==> src/rtl/binomial_tree_option_pricer_assert.svh <==
// ----------------------------------------------------------------------------
// Binomial tree pricer assertion macros
// Concurrent checks on clk with synchronous active-low reset; empty in synthesis.
// ----------------------------------------------------------------------------
`ifndef BINOMIAL_TREE_OPTION_PRICER_ASSERT_SVH
`define BINOMIAL_TREE_OPTION_PRICER_ASSERT_SVH

`ifndef SYNTHESIS
`define BTO_ASSERT(label, cond) \
  label: assert property (@(posedge clk) disable iff (!rst_n) (cond)) \
    else $error("assertion failed");
`define BTO_ASSERT_NEXT(label, ante, cons) \
  label: assert property (@(posedge clk) disable iff (!rst_n) (ante) |=> (cons)) \
    else $error("assertion failed");
`else
`define BTO_ASSERT(label, cond)
`define BTO_ASSERT_NEXT(label, ante, cons)
`endif

`endif

==> src/rtl/bto_pkg.sv <==
`timescale 1ns / 1ps
// ----------------------------------------------------------------------------
// Binomial tree pricer package
// Shared constants, register indexes, issue control and the payoff function.
// ----------------------------------------------------------------------------
package bto_pkg;

  localparam int MAX_STEPS_DEF = 256;

  localparam logic [31:0] Q_ONE  = 32'h4000_0000;
  localparam logic [31:0] Q_HALF = 32'h2000_0000;
  localparam logic [31:0] P_MAX  = 32'hFFFF_FFFF;

  typedef enum logic [2:0] {
    CFG_UP_FACTOR    = 3'd0,
    CFG_DOWN_FACTOR  = 3'd1,
    CFG_PROB_UP      = 3'd2,
    CFG_STEP_DISC    = 3'd3,
    CFG_NUM_STEPS    = 3'd4
  } cfg_idx_t;

  typedef struct packed {
    logic vld;       // node operation enters the pipeline
    logic seed;      // write the root spot at level zero
    logic fwd;       // forward spot fill, else backward roll
    logic use_down;  // forward: lowest node takes the down factor
    logic leaf;      // forward: last level, write leaf payoff
    logic root;      // result lands in the root value
  } issue_ctl_t;

  function automatic logic [31:0] payoff_f(logic [31:0] s, logic [31:0] k, logic put);
    logic [31:0] r;
    if (put) r = (k > s) ? (k - s) : 32'd0;
    else     r = (s > k) ? (s - k) : 32'd0;
    return r;
  endfunction

endpackage

==> src/rtl/bto_seq.sv <==
`timescale 1ns / 1ps
// ----------------------------------------------------------------------------
// Binomial tree sequencer
// Walks the tree forward level by level, then backward to the root.
// ----------------------------------------------------------------------------
module bto_seq
  import bto_pkg::*;
#(
  parameter int MAX_STEPS = MAX_STEPS_DEF
) (
  input  logic                                    clk,
  input  logic                                    rst_n,
  input  logic                                    start,
  input  logic [$clog2(MAX_STEPS+1)-1:0]          n_in,
  input  logic                                    busy,
  input  logic                                    out_free,
  output logic                                    idle,
  output logic                                    done,
  output issue_ctl_t                              ctl,
  output logic [$clog2((MAX_STEPS+1)*(MAX_STEPS+2)/2)-1:0] spot_rd,
  output logic [$clog2((MAX_STEPS+1)*(MAX_STEPS+2)/2)-1:0] spot_wr,
  output logic [$clog2(MAX_STEPS+1)-1:0]          vaddr
);

  localparam int VA_W = $clog2(MAX_STEPS + 1);
  localparam int SA_W = $clog2((MAX_STEPS + 1) * (MAX_STEPS + 2) / 2);

  typedef enum logic [6:0] {
    S_IDLE   = 7'b0000001,
    S_INIT   = 7'b0000010,
    S_FWD    = 7'b0000100,
    S_FDRAIN = 7'b0001000,
    S_BWD    = 7'b0010000,
    S_BDRAIN = 7'b0100000,
    S_DONE   = 7'b1000000
  } state_t;

  state_t            state_r, state_nxt;
  logic [VA_W-1:0]   level_r, level_nxt;
  logic [VA_W-1:0]   j_r, j_nxt;
  logic [VA_W-1:0]   n_r, n_nxt;
  logic [SA_W-1:0]   bp_r, bp_nxt;   // base of previous level (forward) or current level
  logic [SA_W-1:0]   bc_r, bc_nxt;   // base of level being filled

  always_comb begin
    state_nxt = state_r;
    level_nxt = level_r;
    j_nxt     = j_r;
    n_nxt     = n_r;
    bp_nxt    = bp_r;
    bc_nxt    = bc_r;
    ctl       = '0;
    done      = 1'b0;
    spot_rd   = bp_r + SA_W'(j_r);
    spot_wr   = bc_r + SA_W'(j_r);
    vaddr     = j_r;
    unique case (state_r)
      S_IDLE: begin
        if (start) begin
          n_nxt     = n_in;
          state_nxt = S_INIT;
        end
      end
      S_INIT: begin
        ctl.seed = 1'b1;
        ctl.root = (n_r == '0);
        if (n_r == '0) begin
          state_nxt = S_DONE;
        end else begin
          level_nxt = VA_W'(1);
          j_nxt     = '0;
          bp_nxt    = '0;
          bc_nxt    = SA_W'(1);
          state_nxt = S_FWD;
        end
      end
      S_FWD: begin
        ctl.vld      = 1'b1;
        ctl.fwd      = 1'b1;
        ctl.use_down = (j_r == level_r);
        ctl.leaf     = (level_r == n_r);
        if (j_r == level_r) spot_rd = bp_r + SA_W'(j_r) - SA_W'(1);
        j_nxt = VA_W'(j_r + 1'b1);
        if (j_r == level_r) state_nxt = S_FDRAIN;
      end
      S_FDRAIN: begin
        if (!busy) begin
          j_nxt = '0;
          if (level_r == n_r) begin
            level_nxt = VA_W'(n_r - 1'b1);
            state_nxt = S_BWD;
          end else begin
            level_nxt = VA_W'(level_r + 1'b1);
            bp_nxt    = bc_r;
            bc_nxt    = bc_r + SA_W'(level_r) + SA_W'(1);
            state_nxt = S_FWD;
          end
        end
      end
      S_BWD: begin
        ctl.vld  = 1'b1;
        ctl.root = (level_r == '0);
        j_nxt    = VA_W'(j_r + 1'b1);
        if (j_r == level_r) state_nxt = S_BDRAIN;
      end
      S_BDRAIN: begin
        if (!busy) begin
          if (level_r == '0) begin
            state_nxt = S_DONE;
          end else begin
            level_nxt = VA_W'(level_r - 1'b1);
            bp_nxt    = bp_r - SA_W'(level_r);
            j_nxt     = '0;
            state_nxt = S_BWD;
          end
        end
      end
      S_DONE: begin
        if (out_free) begin
          done      = 1'b1;
          state_nxt = S_IDLE;
        end
      end
      default: state_nxt = S_IDLE;
    endcase
  end

  assign idle = (state_r == S_IDLE);

  always_ff @(posedge clk) begin
    if (!rst_n) begin
      state_r <= S_IDLE;
      level_r <= '0;
      j_r     <= '0;
      n_r     <= '0;
      bp_r    <= '0;
      bc_r    <= '0;
    end else begin
      state_r <= state_nxt;
      level_r <= level_nxt;
      j_r     <= j_nxt;
      n_r     <= n_nxt;
      bp_r    <= bp_nxt;
      bc_r    <= bc_nxt;
    end
  end

endmodule

==> config.mk <==
export PLATFORM = sky130hd
export DESIGN_NAME = bto_seq
export DESIGN_NICKNAME = d
export VERILOG_FILES = /design/src/rtl/binomial_tree_option_pricer_assert.svh /design/src/rtl/bto_pkg.sv /design/src/rtl/bto_seq.sv
export SDC_FILE = /design/constraint.sdc
export NUM_CORES = 1
export LEC_CHECK = 0
export BUFFER_PORTS_ARGS = -buffer_cell sky130_fd_sc_hd__buf_4
export CAP_MARGIN = 20
export CELL_PAD_IN_SITES_DETAIL_PLACEMENT = 0
export CELL_PAD_IN_SITES_GLOBAL_PLACEMENT = 2
export CORE_MARGIN = 2
export CORE_UTILIZATION = 36
export CTS_BUF_LIST = sky130_fd_sc_hd__clkbuf_8
export DETAILED_ROUTE_END_ITERATION = 10
export GPL_ROUTABILITY_DRIVEN = 0
export PLACE_DENSITY_LB_ADDON = 0.1
export SYNTH_ARGS = -nofsm -noshare
export SYNTH_HDL_FRONTEND = slang
export SYNTH_SLANG_ARGS = --single-unit
==> constraint.sdc <==
create_clock -name clk -period 3.49 [get_ports clk]
set_clock_uncertainty 0.1 [all_clocks]
set_input_delay 0.5235 -clock clk [delete_from_list [all_inputs] [get_ports clk]]
set_output_delay 0.5235 -clock clk [all_outputs]
set_load 0.01 [all_outputs]
# == Word level (Yosys, flattened, before mapping) ==
# Cells that the tools add are included.
# word_totals
regBits,66
inputBits,14
out_inout_bits,49
word_cells,85
# op_classes
n_addsub,10
n_eq_ne,18
mux,39
n_reduce_logical,12
# ops
operator,count
16-bit two-way mux,10
9-bit two-way mux,9
7-bit two-way mux,8
7-bit one-hot mux with 7 select lines,1
16-bit by 9-bit adder with 16-bit output,3
16-bit one-hot mux with 3 select lines,1
9-bit one-hot mux with 4 select lines,1
16-bit one-hot mux with 2 select lines,1
9-bit one-hot mux with 3 select lines,1
"9-bit by 1-bit adder with 9-bit output, second input constant",2
9-bit equality test,2
9-bit zero test,2
"2-bit inequality test, second input constant",9
"9-bit by 1-bit subtractor with 9-bit output, second input constant",2
"16-bit by 1-bit adder with 16-bit output, second input constant",1
"16-bit by 1-bit subtractor with 16-bit output, second input constant",1
16-bit by 9-bit subtractor with 16-bit output,1
6-bit AND reduction,2
5-bit AND reduction,2
"7-bit by 1-bit equality test with 1-bit output, second input constant",1
"7-bit by 2-bit equality test with 1-bit output, second input constant",1
"7-bit by 3-bit equality test with 1-bit output, second input constant",1
"7-bit by 4-bit equality test with 1-bit output, second input constant",1
"7-bit by 5-bit equality test with 1-bit output, second input constant",1
other kinds (12),15

# == Logic depth before layout (Yosys ltp) ==
# logic_depth
ltp_word,5
mapped_depth,12
mapped_depth_nobuf,12

# == Least setup slack after synthesis ==
# OpenSTA, ideal clock, no wires.
# synth_timing
path_kind,reg2out
start,"register j_r[0], in the netlist vaddr[0]"
end,output spot_rd[12]
t_arrival_ps,2769
required_time_ps,2866
path_slack_ps,98
stages_incl_launch_ff,11
n_path_buf,0
path_cell_list,dfxtp_1 ha_1 fa_1 nand3_1 nand2_1 xnor2_1 o2111ai_1 nor4_4 nand2b_1 o41ai_2 xor2_1
# synth_between
elab_chain_len,4
word_cells_on_any_way,5
classes_between,2 x add/sub; 1 x eq/ne; 2 x mux
# synth_lines
item,line_no,rtl
"start, declared",bto_seq.sv:40,"logic [VA_W-1:0] j_r, j_nxt;"
"start signal, assigned",bto_seq.sv:141,j_r <= j_nxt;
16-bit by 9-bit adder with 16-bit output,"bto_seq.sv:54, bto_seq.sv:82",
16-bit by 1-bit subtractor with 16-bit output,bto_seq.sv:82,if (j_r == level_r) spot_rd = bp_r + SA_W'(j_r) - SA_W'(1);
16-bit two-way mux,bto_seq.sv:82,
16-bit two-way mux *,bto_seq.sv:57,unique case (state_r)
"end, declared",bto_seq.sv:20,"output logic [$clog2((MAX_STEPS+1)*(MAX_STEPS+2)/2)-1:0] spot_rd,"
# Every way passes the cells marked *; elsewhere a longest branch is shown, timed or not.

# == Final worst setup path ==
# layout_timing
start,"register j_r[0], in the netlist vaddr[0]"
end,output spot_rd[15]
# Same word-level chain as after synthesis.

==> impl_metrics.json <==
{
  "outcome": "complete, but fails checks",
  "endpoint_kind": "output port",
  "antenna_found_initial": 0,
  "internal_power_mw": 1.39,
  "final.setup.worst_slack_ps": -114,
  "clock_sinks": 66,
  "crit_type": "reg -> out",
  "die_height_microns": 132,
  "p_comb_share_pct": 23.0,
  "finalSetupViolCount": 5,
  "grt_max_degree": 23,
  "slew_viol_final": 0,
  "ys_seq_area_share_pct": 22.2,
  "layout_commonest_cell": "buf_4",
  "rows": 46,
  "ir_drop_uv": 179,
  "syn_nets": 826,
  "rsz0062_at_grt": "yes",
  "final_cells": 1090,
  "critPathMostFrequentCell": "a21oi_2",
  "crit_cells": 11,
  "die_area_sq_um": 17500,
  "netSwitchingFraction_pct": 30.4,
  "core_sq_um": 16000,
  "max_stage_delay_ps": 400,
  "timing.slew.headroom_pct": 40.8,
  "max-cap-violations": 0,
  "avgSynthCellArea_sq_um": 7.76,
  "synth_edf_count": 0,
  "overflow": 0,
  "vias": 5832,
  "switching_power_mw": 0.607,
  "cp_top_family": "compound AO/OA/AOI/OAI gates",
  "period_minus_slack_ps": 3600,
  "power.density_nw_per_um2": 265,
  "yosys_most_used_dff": "dfxtp_1",
  "area_growth_pct": 26.6,
  "placed_cells": 1057,
  "ys_ff_latch": 66,
  "cp_max_fo": 4,
  "root_buffer": "clkbuf_8",
  "drive_gt1_share_pct": 27.1,
  "cp_slowest_cell": "fa_2",
  "first_iter_violations": 262,
  "critPathLaunchType": "flip-flop",
  "clockPowerShare_pct": 37.1,
  "power_mw": 2.00,
  "holdWs_ps": 305,
  "die_w_microns": 132,
  "regToRegSetupSlack_ps": 240,
  "initial_core_util_pct": 37.1,
  "worst_slew_pin_slew_ps": 881,
  "n_antenna_cell": 0,
  "track_usage_pct": 22.2,
  "ys_async_sr_fraction_pct": 0,
  "cts_made_buffers": 9,
  "tns_ps": -354,
  "critical_path_arrival_ps": 2980,
  "h-tree-depth": 3,
  "netlist_area_sq_um": 5940,
  "grt_pass1_wl_microns": 30900,
  "r2r_start": "level_r[0]",
  "violations": "negative setup slack",
  "fmax_mhz": 277,
  "grt_pass1_vias": 5758,
  "hold_class": "in -> reg",
  "wire_per_inst_microns": 17.5,
  "place_hpwl_microns": 14700,
  "firstDrtPassIters": 7,
  "viasPerCell": 5.35,
  "rr_endpoint": "bc_r[14]",
  "clk_pin_slew_ps": 80,
  "timing.final.crit_share_pct": 103,
  "cts_tree": "done",
  "cp_num_buf_inv": 1,
  "post-route-drc-count": 0,
  "critPathCapture": "spot_rd[15]",
  "cts_buffer_depth": 2,
  "port_buffers": 62,
  "syn_inst": 766,
  "crit_start": "vaddr[0]",
  "fin_nets": 929,
  "hold_viol_final": 0,
  "seq_power_share_pct": 40.0,
  "p_leak_nw": 3.19,
  "io_pins": 63,
  "layout_common_cells": "133 x buf_4, 87 x nor2_1, 65 x nand2_1",
  "drt_wl_total_microns": 19100,
  "path_cells": "ha_4 -> fa_2 -> nand3_2 -> a21oi_2 -> o32a_1 -> or3b_4 -> a21oi_2 -> a21o_1 -> nor3b_4 -> xnor2_1 -> buf_4",
  "worstSkewPairLatency_ps": 370,
  "crit_required_ps": 2870,
  "rr_worst_depth": 11,
  "antenna_left": 0,
  "placed_area_sq_um": 6860,
  "yosysWarnings": 0,
  "ys_types": 78,
  "fin_area_sq_um": 7520
}
==> worst min-delay path by stage <==
stage              end  slack (ps)    start  cells past startpoint
2_1_floorplan  bp_r[0]         360  bp_r[0]                      2
3_3_place_gp    n_r[8]         410   n_r[8]                      2
3_5_place_dp    n_r[8]         410   n_r[8]                      2
4_1_cts         n_r[3]         280  n_in[3]                      3
5_1_grt         n_r[3]         300  n_in[3]                      3
6_report        n_r[8]         300  n_in[8]                      3
==> registers in the layout, indices dropped and copies added (netlist names) <==
name and count:
level_r 9, state_r 7, vaddr 9, bc_r 16, bp_r 16, n_r 9
==> routing by layer <==
metal / vias up / track usage (%) / part of all wire, %
li1: 2928 / - / -
met1: 2782 / 30.4 / 48
met2: 99 / 34.8 / 45
met3: 23 / 4.48 / 4.5
met4: 0 / 7.59 / 2.2
met5: - / 0 / 0
==> per-stage QoR <==
| step | utilization, % | setup slack, ps |
|---|---|---|
| floorplan | - | 97.8 |
| global placement | 42.8 | 58.7 |
| detailed placement | 42.8 | 10.3 |
| global route | 47.0 | -258 |
| finish | 47.0 | -114 |
| CTS | 45.6 | -148 |
==> Yosys cell counts, types with 3 or more instances <==
| master | count | area share (%) |
|---|---|---|
| a211oi_1 | 13 | 1.6 |
| a21boi_0 | 6 | 0.76 |
| a21o_1 | 4 | 0.51 |
| a21oi_1 | 54 | 4.5 |
| a221oi_1 | 11 | 1.6 |
| a22oi_1 | 6 | 0.76 |
| a31oi_1 | 4 | 0.42 |
| a32oi_1 | 4 | 0.59 |
| and2_1 | 8 | 0.84 |
| and3_1 | 10 | 1.1 |
| buf_2 | 10 | 0.84 |
| buf_4 | 3 | 0.38 |
| buf_6 | 7 | 1.3 |
| clkbuf_1 | 21 | 1.3 |
| dfxtp_1 | 66 | 22 |
| fa_1 | 4 | 1.3 |
| ha_1 | 42 | 8.8 |
| inv_1 | 40 | 2.5 |
| mux2i_1 | 5 | 0.84 |
| nand2_1 | 66 | 4.2 |
| nand2b_1 | 9 | 0.95 |
| nand3_1 | 24 | 2.0 |
| nand4_1 | 11 | 1.2 |
| nor2_1 | 87 | 5.5 |
| nor2b_1 | 6 | 0.63 |
| nor3_1 | 21 | 1.8 |
| nor3b_1 | 3 | 0.38 |
| nor4_1 | 5 | 0.53 |
| o2111ai_1 | 4 | 0.59 |
| o211ai_1 | 3 | 0.38 |
| o21a_1 | 5 | 0.63 |
| o21ai_0 | 43 | 3.6 |
| o2bb2ai_1 | 3 | 0.44 |
| o31ai_1 | 4 | 0.51 |
| o32ai_1 | 5 | 0.74 |
| or2_2 | 4 | 0.42 |
| or3_1 | 5 | 0.53 |
| xnor2_1 | 56 | 8.3 |
| xnor2_2 | 4 | 1.1 |
| xor2_1 | 33 | 4.9 |
==> area by class of cell <==
type                       count  area (sq um)
tap                          216           270
sequential                    66          1350
timing repair buffer         135          1020
inverter                      41           154
clock inverter                 6          81.3
clock buffer                  10           138
fill                        1677          8480
multi-input combinational    616          4510
==> power groups by stage <==
stage / Combinational, mW / Clock (mW) / Sequential, mW
floorplan: 0.305 / 0 / 0.807
global placement: 0.438 / 0 / 0.815
detailed placement: 0.439 / 0 / 0.815
CTS: 0.450 / 0.772 / 0.798
global route: 0.508 / 0.797 / 0.802
finish: 0.459 / 0.739 / 0.797
==> worst reg2reg max path: cells and delay by family, from the launching register on <==
kind	cells	cell delay [ps]
compound gates	5	1280
fa+ha+maj	2	640
flops	1	570
simple gates	2	220
xor+xnor	1	160
buf+inv	1	140
==> cell families after synthesis <==
group / after synthesis / synth area share [%]
compound gates: 186 / 20.9
buf+inv: 84 / 6.68
xor+xnor: 93 / 14.2
fa+ha+maj: 46 / 10.2
simple gates: 286 / 24.9
flops: 66 / 22.2
mux: 5 / 0.842
==> what timing repair did <==
item	in CTS	in global routing
resized for setup	41	40
pin swaps	25	19
hold buffers	0	0
buffers inserted	9	8
setup endpoints to repair	20	17
(Power assumes the default switching activity.)
